===== src/rtl/nmwsp_pkg.sv =====
// ----------------------------------------------------------------------------
// nmwsp_pkg
// Character codes, result codes and fixed widths for the wind sentence parser.
// ----------------------------------------------------------------------------
package nmwsp_pkg;

    localparam int unsigned POS_W    = 6;
    localparam int unsigned TOKEN_W  = 3;
    localparam int unsigned ACC_W    = 17;
    localparam int unsigned DIR_W    = 11;
    localparam int unsigned SPEED_W  = 16;
    localparam int unsigned CFG_W    = 32;
    localparam int unsigned PADDR_W  = 3;

    localparam logic [ACC_W-1:0]   ACC_CAP       = 17'd131071;
    localparam logic [ACC_W-1:0]   SPEED_CAP_POS = 17'd32767;
    localparam logic [ACC_W-1:0]   SPEED_CAP_NEG = 17'd32768;
    localparam logic [DIR_W-1:0]   DIR_CAP       = 11'd1023;
    // ceil(2^24 / 100): exact floor(x / 100) for any 17-bit x
    localparam logic [17:0]        RECIP_100     = 18'd167773;
    localparam int unsigned        RECIP_SHIFT   = 24;
    localparam logic [CFG_W-1:0]   TIMEOUT_RESET = 32'd10000;

    localparam logic [TOKEN_W-1:0] TOKEN_DIR     = 3'd1;
    localparam logic [TOKEN_W-1:0] TOKEN_SPEED   = 3'd3;
    localparam logic [TOKEN_W-1:0] TOKEN_LAST    = 3'd7;

    localparam logic [7:0] CH_DOLLAR = 8'h24;
    localparam logic [7:0] CH_LF     = 8'h0A;
    localparam logic [7:0] CH_NUL    = 8'h00;
    localparam logic [7:0] CH_I      = 8'h49;
    localparam logic [7:0] CH_COMMA  = 8'h2C;
    localparam logic [7:0] CH_PLUS   = 8'h2B;
    localparam logic [7:0] CH_MINUS  = 8'h2D;
    localparam logic [7:0] CH_POINT  = 8'h2E;
    localparam logic [7:0] CH_ZERO   = 8'h30;
    localparam logic [7:0] CH_NINE   = 8'h39;
    localparam logic [7:0] CH_SPACE  = 8'h20;
    localparam logic [7:0] CH_TAB    = 8'h09;
    localparam logic [7:0] CH_CR     = 8'h0D;

    localparam logic FUNC_BYTE       = 1'b0;
    localparam logic FUNC_TICK       = 1'b1;
    localparam logic STATUS_SENTENCE = 1'b0;
    localparam logic STATUS_TIMEOUT  = 1'b1;
    localparam logic REG_TIMEOUT     = 1'b0;

    typedef enum logic [1:0] {
        PH_LEAD,
        PH_BODY,
        PH_DONE
    } num_phase_t;

endpackage


===== src/rtl/nmea_wind_sentence_parser.sv =====
// ----------------------------------------------------------------------------
// nmea_wind_sentence_parser
// Parses MWV-style wind sentences from a byte stream and runs a tick watchdog.
// Each request is a received character or a millisecond tick. A sentence
// starts at '$' and ends at a newline or after MAX_SENTENCE_CHARS characters
// (the byte after a full sentence is dropped). Sentences whose second
// character is 'I' produce a result carrying the held direction (token 1,
// integer degrees, saturating at +-1023) and speed (token 3, hundredths,
// saturating to 16 bits signed). The watchdog produces a timeout result after
// timeout_ticks ticks without an accepted sentence. One request is taken every
// cycle; a request passes an input register and the parser state update, and
// its result, if any, goes into the result register as the request leaves
// the input register, and is presented from then on. A result still waiting
// on m_ready holds the request in the input register, so requests stall for
// as long as the result side stalls. Register timeout_ticks sits at byte
// address 0 of the APB port.
// ----------------------------------------------------------------------------
module nmea_wind_sentence_parser
    import nmwsp_pkg::*;
#(
    parameter int unsigned MAX_SENTENCE_CHARS = 49
) (
    input  logic                      aclk,
    input  logic                      aresetn,

    input  logic                      s_valid,
    output logic                      s_ready,
    input  logic                      s_func,
    input  logic [7:0]                s_rx_byte,

    output logic                      m_valid,
    input  logic                      m_ready,
    output logic                      m_status,
    output logic signed [DIR_W-1:0]   m_direction,
    output logic signed [SPEED_W-1:0] m_speed_hundredths,
    output logic                      m_direction_updated,
    output logic                      m_speed_updated,

    input  logic                      psel,
    input  logic                      penable,
    input  logic                      pwrite,
    input  logic [PADDR_W-1:0]        paddr,
    input  logic [CFG_W-1:0]          pwdata,
    output logic [CFG_W-1:0]          prdata,
    output logic                      pready
);

    // input stage
    logic             in_valid_reg;
    logic             in_func_reg;
    logic [7:0]       in_byte_reg;
    logic             advance;

    // configuration
    logic [CFG_W-1:0] timeout_ticks_reg;

    // parser state
    logic               in_sentence_reg, in_sentence_next;
    logic               drop_next_reg, drop_next_next;
    logic [POS_W-1:0]   char_position_reg, char_position_next;
    logic               second_is_i_reg, second_is_i_next;
    logic [TOKEN_W-1:0] token_number_reg, token_number_next;
    logic               after_separator_reg, after_separator_next;
    logic               token_active_reg, token_active_next;
    logic               value_negative_reg, value_negative_next;
    logic               seen_point_reg, seen_point_next;
    logic [1:0]         fraction_digits_reg, fraction_digits_next;
    logic [ACC_W-1:0]   value_accum_reg, value_accum_next;
    num_phase_t         num_phase_reg, num_phase_next;
    logic               cur_speed_reg, cur_speed_next;
    logic               nul_seen_reg, nul_seen_next;
    logic signed [DIR_W-1:0]   pending_direction_reg, pending_direction_next;
    logic signed [SPEED_W-1:0] pending_speed_reg, pending_speed_next;
    logic [1:0]         pending_flags_reg, pending_flags_next;
    logic signed [DIR_W-1:0]   held_direction_reg, held_direction_next;
    logic signed [SPEED_W-1:0] held_speed_reg, held_speed_next;
    logic [CFG_W-1:0]   tick_count_reg, tick_count_next;

    // result register
    logic                      m_valid_reg;
    logic                      m_status_reg;
    logic signed [DIR_W-1:0]   m_direction_reg;
    logic signed [SPEED_W-1:0] m_speed_reg;
    logic [1:0]                m_flags_reg;

    // datapath temporaries
    logic [7:0]               ch;
    logic                     do_store;
    logic                     commit_req;
    logic                     end_req;
    logic                     emit;
    logic                     res_status;
    logic [3:0]               digit;
    logic [20:0]              int_sum;
    logic [17:0]              frac_sum;
    logic [34:0]              dir_product;
    logic [DIR_W-1:0]         dir_quot;
    logic [DIR_W-1:0]         dir_mag;
    logic signed [DIR_W-1:0]  commit_direction;
    logic [ACC_W-1:0]         speed_mag;
    logic signed [SPEED_W-1:0] commit_speed;

    logic cfg_write;

    assign advance   = in_valid_reg && (!m_valid_reg || m_ready);
    assign s_ready   = !in_valid_reg || advance;
    assign cfg_write = psel && penable && pwrite;
    assign pready    = 1'b1;
    assign prdata    = (paddr[2] == REG_TIMEOUT) ? timeout_ticks_reg : '0;

    assign m_valid             = m_valid_reg;
    assign m_status            = m_status_reg;
    assign m_direction         = m_direction_reg;
    assign m_speed_hundredths  = m_speed_reg;
    assign m_direction_updated = m_flags_reg[0];
    assign m_speed_updated     = m_flags_reg[1];

    assign ch = in_byte_reg;

    // token value as committed: taken from the registered accumulator
    assign dir_product = {18'd0, value_accum_reg} * {17'd0, RECIP_100};
    assign dir_quot    = dir_product[RECIP_SHIFT +: DIR_W];
    assign dir_mag     = (dir_quot > DIR_CAP) ? DIR_CAP : dir_quot;
    assign commit_direction = value_negative_reg ? -$signed(dir_mag) : $signed(dir_mag);

    always_comb begin
        if (value_negative_reg) begin
            speed_mag = (value_accum_reg > SPEED_CAP_NEG) ? SPEED_CAP_NEG : value_accum_reg;
        end else begin
            speed_mag = (value_accum_reg > SPEED_CAP_POS) ? SPEED_CAP_POS : value_accum_reg;
        end
    end
    assign commit_speed = value_negative_reg ? -$signed(speed_mag[SPEED_W-1:0])
                                             : $signed(speed_mag[SPEED_W-1:0]);

    always_comb begin
        in_sentence_next       = in_sentence_reg;
        drop_next_next         = drop_next_reg;
        char_position_next     = char_position_reg;
        second_is_i_next       = second_is_i_reg;
        token_number_next      = token_number_reg;
        after_separator_next   = after_separator_reg;
        token_active_next      = token_active_reg;
        value_negative_next    = value_negative_reg;
        seen_point_next        = seen_point_reg;
        fraction_digits_next   = fraction_digits_reg;
        value_accum_next       = value_accum_reg;
        num_phase_next         = num_phase_reg;
        cur_speed_next         = cur_speed_reg;
        nul_seen_next          = nul_seen_reg;
        pending_direction_next = pending_direction_reg;
        pending_speed_next     = pending_speed_reg;
        pending_flags_next     = pending_flags_reg;
        held_direction_next    = held_direction_reg;
        held_speed_next        = held_speed_reg;
        tick_count_next        = tick_count_reg;
        do_store   = 1'b0;
        commit_req = 1'b0;
        end_req    = 1'b0;
        emit       = 1'b0;
        res_status = STATUS_SENTENCE;
        digit      = ch[3:0];
        int_sum    = '0;
        frac_sum   = '0;

        if (in_func_reg == FUNC_TICK) begin
            tick_count_next = tick_count_reg + 32'd1;
            if (tick_count_next >= timeout_ticks_reg) begin
                tick_count_next = '0;
                emit            = 1'b1;
                res_status      = STATUS_TIMEOUT;
            end
        end else if (!in_sentence_reg) begin
            if (ch == CH_DOLLAR) begin
                in_sentence_next       = 1'b1;
                drop_next_next         = 1'b0;
                char_position_next     = '0;
                second_is_i_next       = 1'b0;
                token_number_next      = '0;
                after_separator_next   = 1'b1;
                token_active_next      = 1'b0;
                nul_seen_next          = 1'b0;
                pending_flags_next     = '0;
                pending_direction_next = '0;
                pending_speed_next     = '0;
                do_store               = 1'b1;
            end
        end else if (drop_next_reg || ch == CH_LF) begin
            commit_req       = 1'b1;
            end_req          = 1'b1;
            in_sentence_next = 1'b0;
            drop_next_next   = 1'b0;
        end else begin
            do_store = 1'b1;
        end

        if (do_store) begin
            if (!nul_seen_next) begin
                if (ch == CH_NUL) begin
                    commit_req    = 1'b1;
                    nul_seen_next = 1'b1;
                end else begin
                    if (char_position_next == POS_W'(1) && ch == CH_I) begin
                        second_is_i_next = 1'b1;
                    end
                    if (ch == CH_COMMA) begin
                        commit_req           = 1'b1;
                        after_separator_next = 1'b1;
                    end else begin
                        // first character of a new token
                        if (after_separator_next) begin
                            after_separator_next = 1'b0;
                            if (token_number_next == TOKEN_DIR ||
                                token_number_next == TOKEN_SPEED) begin
                                token_active_next    = 1'b1;
                                cur_speed_next       = (token_number_next == TOKEN_SPEED);
                                value_negative_next  = 1'b0;
                                seen_point_next      = 1'b0;
                                fraction_digits_next = '0;
                                value_accum_next     = '0;
                                num_phase_next       = PH_LEAD;
                            end
                            if (token_number_next != TOKEN_LAST) begin
                                token_number_next = token_number_next + TOKEN_W'(1);
                            end
                        end
                        if (token_active_next && num_phase_next != PH_DONE) begin
                            if (num_phase_next == PH_LEAD &&
                                (ch == CH_SPACE || (ch >= CH_TAB && ch <= CH_CR))) begin
                                // skip leading blanks
                            end else if (num_phase_next == PH_LEAD &&
                                         (ch == CH_PLUS || ch == CH_MINUS)) begin
                                value_negative_next = (ch == CH_MINUS);
                                num_phase_next      = PH_BODY;
                            end else if (ch >= CH_ZERO && ch <= CH_NINE) begin
                                num_phase_next = PH_BODY;
                                if (!seen_point_next) begin
                                    int_sum = {4'd0, value_accum_next} * 21'd10
                                            + {17'd0, digit} * 21'd100;
                                    value_accum_next = (int_sum > {4'd0, ACC_CAP}) ?
                                                       ACC_CAP : int_sum[ACC_W-1:0];
                                end else if (fraction_digits_next != 2'd2) begin
                                    if (fraction_digits_next == 2'd0) begin
                                        frac_sum = {1'b0, value_accum_next}
                                                 + {14'd0, digit} * 18'd10;
                                    end else begin
                                        frac_sum = {1'b0, value_accum_next} + {14'd0, digit};
                                    end
                                    fraction_digits_next = fraction_digits_next + 2'd1;
                                    value_accum_next = (frac_sum > {1'b0, ACC_CAP}) ?
                                                       ACC_CAP : frac_sum[ACC_W-1:0];
                                end
                            end else if (ch == CH_POINT && !seen_point_next) begin
                                seen_point_next = 1'b1;
                                num_phase_next  = PH_BODY;
                            end else begin
                                num_phase_next = PH_DONE;
                            end
                        end
                    end
                end
            end
            char_position_next = char_position_next + POS_W'(1);
            if (char_position_next >= POS_W'(MAX_SENTENCE_CHARS)) begin
                drop_next_next = 1'b1;
            end
        end

        if (commit_req && token_active_reg) begin
            if (cur_speed_reg) begin
                pending_speed_next    = commit_speed;
                pending_flags_next[1] = 1'b1;
            end else begin
                pending_direction_next = commit_direction;
                pending_flags_next[0]  = 1'b1;
            end
            token_active_next = 1'b0;
        end

        if (end_req && second_is_i_reg) begin
            if (pending_flags_next[0]) begin
                held_direction_next = pending_direction_next;
            end
            if (pending_flags_next[1]) begin
                held_speed_next = pending_speed_next;
            end
            tick_count_next = '0;
            emit            = 1'b1;
            res_status      = STATUS_SENTENCE;
        end
    end

    always_ff @(posedge aclk) begin
        if (!aresetn) begin
            in_valid_reg          <= 1'b0;
            timeout_ticks_reg     <= TIMEOUT_RESET;
            in_sentence_reg       <= 1'b0;
            drop_next_reg         <= 1'b0;
            char_position_reg     <= '0;
            second_is_i_reg       <= 1'b0;
            token_number_reg      <= '0;
            after_separator_reg   <= 1'b0;
            token_active_reg      <= 1'b0;
            value_negative_reg    <= 1'b0;
            seen_point_reg        <= 1'b0;
            fraction_digits_reg   <= '0;
            value_accum_reg       <= '0;
            num_phase_reg         <= PH_LEAD;
            cur_speed_reg         <= 1'b0;
            nul_seen_reg          <= 1'b0;
            pending_direction_reg <= '0;
            pending_speed_reg     <= '0;
            pending_flags_reg     <= '0;
            held_direction_reg    <= '0;
            held_speed_reg        <= '0;
            tick_count_reg        <= '0;
            m_valid_reg           <= 1'b0;
        end else begin
            if (cfg_write && paddr[2] == REG_TIMEOUT) begin
                timeout_ticks_reg <= pwdata;
            end
            if (s_valid && s_ready) begin
                in_valid_reg <= 1'b1;
            end else if (advance) begin
                in_valid_reg <= 1'b0;
            end
            if (advance) begin
                in_sentence_reg       <= in_sentence_next;
                drop_next_reg         <= drop_next_next;
                char_position_reg     <= char_position_next;
                second_is_i_reg       <= second_is_i_next;
                token_number_reg      <= token_number_next;
                after_separator_reg   <= after_separator_next;
                token_active_reg      <= token_active_next;
                value_negative_reg    <= value_negative_next;
                seen_point_reg        <= seen_point_next;
                fraction_digits_reg   <= fraction_digits_next;
                value_accum_reg       <= value_accum_next;
                num_phase_reg         <= num_phase_next;
                cur_speed_reg         <= cur_speed_next;
                nul_seen_reg          <= nul_seen_next;
                pending_direction_reg <= pending_direction_next;
                pending_speed_reg     <= pending_speed_next;
                pending_flags_reg     <= pending_flags_next;
                held_direction_reg    <= held_direction_next;
                held_speed_reg        <= held_speed_next;
                tick_count_reg        <= tick_count_next;
                // the result register is free here: load it or leave it empty
                m_valid_reg           <= emit;
            end else if (m_ready) begin
                m_valid_reg <= 1'b0;
            end
        end
    end

    // payload registers, no reset
    always_ff @(posedge aclk) begin
        if (s_valid && s_ready) begin
            in_func_reg <= s_func;
            in_byte_reg <= s_rx_byte;
        end
        if (advance && emit) begin
            m_status_reg    <= res_status;
            m_direction_reg <= held_direction_next;
            m_speed_reg     <= held_speed_next;
            m_flags_reg     <= (res_status == STATUS_TIMEOUT) ? 2'b00 : pending_flags_next;
        end
    end

    // ------------------------------------------------------------------------
    // assertions
    // ------------------------------------------------------------------------
    a_timeout_no_flags: assert property (@(posedge aclk) disable iff (!aresetn)
        (m_valid_reg && m_status_reg == STATUS_TIMEOUT) |-> (m_flags_reg == 2'b00))
        else $error("timeout result carries update flags");

    a_drop_only_in_sentence: assert property (@(posedge aclk) disable iff (!aresetn)
        !in_sentence_reg |-> !drop_next_reg)
        else $error("drop pending outside a sentence");

    a_sentence_clears_watchdog: assert property (@(posedge aclk) disable iff (!aresetn)
        (advance && emit && res_status == STATUS_SENTENCE) |=> (tick_count_reg == '0))
        else $error("accepted sentence did not clear the tick counter");

    a_position_bounded: assert property (@(posedge aclk) disable iff (!aresetn)
        char_position_reg <= POS_W'(MAX_SENTENCE_CHARS))
        else $error("character position beyond sentence limit");

    a_direction_range: assert property (@(posedge aclk) disable iff (!aresetn)
        held_direction_reg != $signed({1'b1, {(DIR_W-1){1'b0}}}))
        else $error("held direction outside +-1023");

endmodule

===== config.mk =====
export PLATFORM = sky130hd
export DESIGN_NAME = nmea_wind_sentence_parser
export DESIGN_NICKNAME = d
export VERILOG_FILES = /design/src/rtl/nmwsp_pkg.sv /design/src/rtl/nmea_wind_sentence_parser.sv
export SDC_FILE = /design/constraint.sdc
export NUM_CORES = 1
export LEC_CHECK = 0
export BUFFER_PORTS_ARGS = -buffer_cell sky130_fd_sc_hd__buf_2
export CAP_MARGIN = 20
export CORE_MARGIN = 2
export CORE_UTILIZATION = 50
export CTS_CLUSTER_SIZE = 28
export DETAILED_ROUTE_END_ITERATION = 8
export PLACE_DENSITY = 0.66
export SLEW_MARGIN = 20
export SYNTH_ARGS = -nofsm -noshare
export SYNTH_HDL_FRONTEND = slang
export SYNTH_SLANG_ARGS = --single-unit

===== constraint.sdc =====
create_clock -name aclk -period 9.8 [get_ports aclk]
set_input_delay 0.49 -clock aclk [delete_from_list [all_inputs] [get_ports aclk]]
set_output_delay 0.49 -clock aclk [all_outputs]
set_load 0.02 [all_outputs]

Yosys cells after proc, flatten, opt, wreduce, memory -nomap -nowiden
Cells that the tools add are included.

operators by class
  add/subtract/negate cells = 9
  multipliers = 4
  magnitude comparators = 11
  equal/unequal tests = 14
  mux-type cells = 166
  bitwise gates (word level) = 5
  reduce and logical (&&, ||, !) cells = 34

operators with widths
  operator                                                                count
  17-bit 2-to-1 mux                                                       14
  18-bit 2-to-1 mux                                                       11
  16-bit 2-to-1 mux                                                       11
  32-bit 2-to-1 mux                                                       4
  11-bit 2-to-1 mux                                                       9
  1-bit 2-to-1 mux                                                        77
  2-bit 2-to-1 mux                                                        27
  8-bit by 6-bit == test with 1-bit output, second input constant         6
  17-bit by 18-bit multiplier with 35-bit output, second input constant   1
  32-bit by 1-bit adder with 32-bit output, second input constant         1
  32-bit greater-or-equal comparator                                      1
  3-bit 2-to-1 mux                                                        9
  6-bit 2-to-1 mux                                                        4
  21-bit by 11-bit adder with 21-bit output                               1
  21-bit by 17-bit > comparator with 1-bit output, second input constant  1
  17-bit by 3-bit multiplier with 20-bit output, second input constant    1
  17-bit by 4-bit adder with 18-bit output                                1
  17-bit by 8-bit adder with 18-bit output                                1
  18-bit by 17-bit > comparator with 1-bit output, second input constant  1
  17-bit by 15-bit > comparator with 1-bit output, second input constant  1
  17-bit by 16-bit > comparator with 1-bit output, second input constant  1
  16-bit negator                                                          1
  1-bit logical AND                                                       15
  11-bit by 10-bit > comparator with 1-bit output, second input constant  1
  27 further kinds                                                        43

word-level totals
  register bits after elaboration = 200
  bits of input ports = 51
  output and inout port bits = 65
  word-level logic and storage cells = 272

Longest topological paths before layout
  depth after elaboration = 32
  depth in mapped cells = 34
  gate-level depth less buffers = 30

Worst setup path after synthesis
Ideal clock, no wire load.

  path type = reg-to-reg
  from = register value_accum_reg[5]
  to = register m_direction_reg[10] (netlist: m_direction[10]), data pin
  setup time = 0.274 ns
  arrival time = 7.163 ns
  required time = 9.526 ns
  setup slack = 2.363 ns
  cell stages (with the launch flop) = 27
  buffers on the path = 2
  clock period less this slack = 7.437 ns
  cells stage by stage = dfxtp_1 > clkbuf_1 > inv_1 > fa_1 > inv_1 > fa_1 > fa_1 > fa_1 > fa_1 > inv_1 > fa_1 > inv_1 > ha_1 > and4_1 > and3_1 > a32oi_2 > nand3_1 > a21oi_1 > xnor2_1 > clkbuf_1 > nor2_1 > ha_1 > o221ai_1 > or4_1 > nor4_1 > or2_2 > a31oi_1

between the ends
  cells in the longest elaborated chain, start to end = 9

RTL lines
  what                                              line                              text
  start: declaration                                nmea_wind_sentence_parser.sv:68   logic [ACC_W-1:0] value_accum_reg, value_accum_next;
  start signal: assignment                          nmea_wind_sentence_parser.sv:338  value_accum_reg <= value_accum_next;
  17-bit by 18-bit multiplier with 35-bit output *  nmea_wind_sentence_parser.sv:121  assign dir_product = {18'd0, value_accum_reg} * {17'd0, RECIP_100};
  11-bit by 10-bit > comparator with 1-bit output   nmea_wind_sentence_parser.sv:123  assign dir_mag = (dir_quot > DIR_CAP) ? DIR_CAP : dir_quot;
  11-bit 2-to-1 mux *                               nmea_wind_sentence_parser.sv:123
  11-bit negator                                    nmea_wind_sentence_parser.sv:124  assign commit_direction = value_negative_reg ? -$signed(dir_mag) : $signed(dir_mag);
  11-bit 2-to-1 mux *                               nmea_wind_sentence_parser.sv:124
  11-bit 2-to-1 mux *                               nmea_wind_sentence_parser.sv:270  if (cur_speed_reg) begin
  11-bit 2-to-1 mux *                               nmea_wind_sentence_parser.sv:269  if (commit_req && token_active_reg) begin
  11-bit 2-to-1 mux *                               nmea_wind_sentence_parser.sv:281  if (pending_flags_next[0]) begin
  11-bit 2-to-1 mux *                               nmea_wind_sentence_parser.sv:280  if (end_req && second_is_i_reg) begin
  via held_direction_next[10]                       nmea_wind_sentence_parser.sv:75   logic signed [DIR_W-1:0] held_direction_reg, held_direction_next;
  end signal: assignment                            nmea_wind_sentence_parser.sv:364  m_direction_reg <= held_direction_next;
  end: declaration                                  nmea_wind_sentence_parser.sv:82   logic signed [DIR_W-1:0] m_direction_reg;

The timed path passes the listed nets; every way through them passes the cells marked *.
A chain may end at the register's enable or synchronous reset.

Worst setup path after layout
  from = register value_accum_reg[6]
  to = register m_direction_reg[10] (netlist: m_direction[10]), data pin

The elaborated chain is that of the path after synthesis.

==> results.sh <==
export IMPL_status="finished clean"
export IMPL_grt_max_degree=74
export IMPL_final_cell_mix="inv_1 (276), ha_1 (261), nand2_1 (221), nor2_1 (206), a21oi_1 (188)"
export IMPL_die_h_um=202
export IMPL_place_congestion=0.912
export IMPL_cp_start_kind="register"
export IMPL_rsz0062_at_grt="no"
export IMPL_core_um2=38600
export IMPL_nNetsFinal=2832
export IMPL_power_leakage_nw=9.84
export IMPL_clock_path_buffers=2
export IMPL_holdPathEnd="ch[7]$_DFFE_PP_"
export IMPL_cts_resized_gates=0
export IMPL_async_flop_share_pct=0
export IMPL_initial_core_util_pct=50.6
export IMPL_synth_warnings=0
export IMPL_cts_root_buffer="clkbuf_16"
export IMPL_worstPathMaxFanout=17
export IMPL_die_w_um=202
export IMPL_maxCapViolCount=0
export IMPL_drtAntennaViolNets=0
export IMPL_slowest_stage="dfxtp_1"
export IMPL_yosysSeqAreaShare_pct=22.5
export IMPL_finalWirelength_um=51700
export IMPL_grt_use_total_pct=25.3
export IMPL_reg2reg_slack_ns=1.47
export IMPL_fp_dieArea_um2=40600
export IMPL_num_rows=72
export IMPL_drc=0
export IMPL_crit_required_ns=10.00
export IMPL_vias_per_cell=5.78
export IMPL_finalCriticalPeriod_ns=8.33
export IMPL_grt_pass1_vias=16592
export IMPL_max_vdd_ir_drop_v=0.000135
export IMPL_synth_cell_types=98
export IMPL_dr_pass1_iters=6
export IMPL_cts_tree="yes"
export IMPL_fmax_mhz=120
export IMPL_h_tree_depth=4
export IMPL_final_hold_violation_count=0
export IMPL_clk_pin_slew_ns=0.09
export IMPL_syn_inst=2352
export IMPL_netlist_area_um2=19500
export IMPL_drt_iter0_markers=1370
export IMPL_yosys_area_top_type_share_pct=16.7
export IMPL_timing_final_max_slew_violations=0
export IMPL_cts_buffers=17
export IMPL_cp_arrival_ns=8.54
export IMPL_grt_antenna_before_repair=0
export IMPL_synthTopCellsByArea="ha_1 (17%), dfxtp_1 (17%), fa_1 (12%)"
export IMPL_place_area_um2=20500
export IMPL_crit_path_frequent_cell="fa_1"
export IMPL_avgRoutedWirePerCell_um=17.6
export IMPL_r2r_end="m_direction[10]$_DFFE_PP_"
export IMPL_layout_drive_gt1_share_pct=8.97
export IMPL_fin_area_um2=21100
export IMPL_timing_rr_start="value_accum_reg[6]$_SDFFE_PN0P_"
export IMPL_cts_hold_fix_buffers=0
export IMPL_synth_seq_cells=200
export IMPL_cp_slowest_stage_delay_ns=0.87
export IMPL_cts_setup_buffers=0
export IMPL_holdPathStages=1
export IMPL_nFillCells=3602
export IMPL_avgSynthCellArea_um2=8.29
export IMPL_route_vias_total=16983
export IMPL_relSlewSlack_pct=23.1
export IMPL_grt_ovfl_total=0
export IMPL_post_route_period_util_pct=85.0
export IMPL_power_density_nw_per_um2=82.1
export IMPL_synth_ff_type="dfxtp_1"
export IMPL_io_buffers=112
export IMPL_reg2regPathDepth=25
export IMPL_area_growth_pct=8.12
export IMPL_synth_top_cell_by_area="ha_1"
export IMPL_grt_pass1_wl_um=84200
export IMPL_path_class="reg -> reg"
export IMPL_worstSkewPairLatency_ns=0.46
export IMPL_setup_viol=0
export IMPL_io_pins=116
export IMPL_num_antenna_cells=0
export IMPL_synth_edf_count=39
export IMPL_final_common_cell="inv_1"
export IMPL_cp_end_kind="register"
export IMPL_worst_slew_pin_slew_ns=1.15
export IMPL_clkSinkCount=200
export IMPL_syn_nets=2777
export IMPL_hpwlAfterDp_um=39900
export IMPL_setup_tns_final_ns=0
export IMPL_skew_ns=0.0176
export IMPL_worstHoldStart="s_rx_byte[7]"
export IMPL_min_delay_path_class="in -> reg"
==> per-stage QoR <==
stage               worst slack [ns]  util [%]  hold WS (ns)  instances  power, mW
floorplan                       2.36         -         0.436       2352      0.975
global placement                1.59      53.1         0.442       2906       1.02
detailed placement              1.53      53.1         0.447       2906       1.02
CTS                             1.52      54.7         0.204       2938       1.74
global route                    1.06      54.7         0.206       2938       1.79
finish                          1.47      54.7         0.216       2938       1.73
==> critical path: cells and delay by family (launching register included) <==
family,cells,cell delay (ns)
AOI/OAI and AO/OA,4,0.88
buffers and inverters,5,0.75
DFF,1,0.87
and+or+nand+nor,7,1.81
adders and majority gates,8,3.61
xor gates and xnor gates,1,0.13
==> report_power, final <==
group          total, mW  internal (mW)  switching (mW)
combinational      0.149         0.0554          0.0932
clock              0.726          0.347           0.379
sequential         0.856          0.845          0.0112
total               1.73           1.25           0.483
==> cell type report <==
class                           instances  area [um^2]  share of cell area (%)
Clock buffer                           17          425                    2.02
Inverter                              278         1050                    4.96
Clock inverter                         15          184                   0.872
Sequential cell                       200         4390                    20.8
Tap cell                              518          648                    3.07
Timing Repair Buffer                  132          711                    3.37
Multi-Input combinational cell       1778        13700                    64.9
==> cells in the mapped netlist (33+ instances only) <==
master,number
a21o_1,38
dfxtp_1,161
nor2_1,208
a22oi_1,34
inv_1,276
o21ai_0,111
clkbuf_1,74
nor3_1,46
a211oi_1,35
ha_1,261
edfxtp_1,39
nand3_1,42
a21oi_1,188
nand2_1,221
xnor2_1,49
a31oi_1,33
fa_1,113
==> routing by layer <==
layer / wire length (um) / GRT usage [%] / up-vias
li1: - / - / 8327
met1: 23100 / 33.6 / 8066
met2: 24900 / 43.7 / 508
met3: 2610 / 3.01 / 82
met4: 1020 / 6.28 / 0
met5: 0 / 0 / -
==> worst max-delay path by stage <==
stage                                         start                         to  slack, ns  depth (start not counted)
floorplan           value_accum_reg[5]$_SDFFE_PN0P_  m_direction[10]$_DFFE_PP_       2.36                         26
global placement    value_accum_reg[6]$_SDFFE_PN0P_  m_direction[10]$_DFFE_PP_       1.59                         25
finish              value_accum_reg[6]$_SDFFE_PN0P_  m_direction[10]$_DFFE_PP_       1.47                         25
global route        value_accum_reg[6]$_SDFFE_PN0P_  m_direction[10]$_DFFE_PP_       1.06                         26
detailed placement  value_accum_reg[6]$_SDFFE_PN0P_  m_direction[10]$_DFFE_PP_       1.53                         26
CTS                 value_accum_reg[6]$_SDFFE_PN0P_  m_direction[10]$_DFFE_PP_       1.52                         25
==> logic make-up (layout without fill, tap and decap cells) <==
family                     after synthesis  in the layout  synth area share (%)
muxes                                   15             15                 0.821
buffers and inverters                  374            442                  7.44
AOI/OAI and AO/OA                      608            608                  20.2
and+or+nand+nor                        701            701                  17.0
other                                    1              1                0.0192
adders and majority gates              374            374                  28.3
DFF                                    200            200                  22.5
xor gates and xnor gates                79             79                  3.59
No activity file was read; power rests on OpenSTA's default activity.
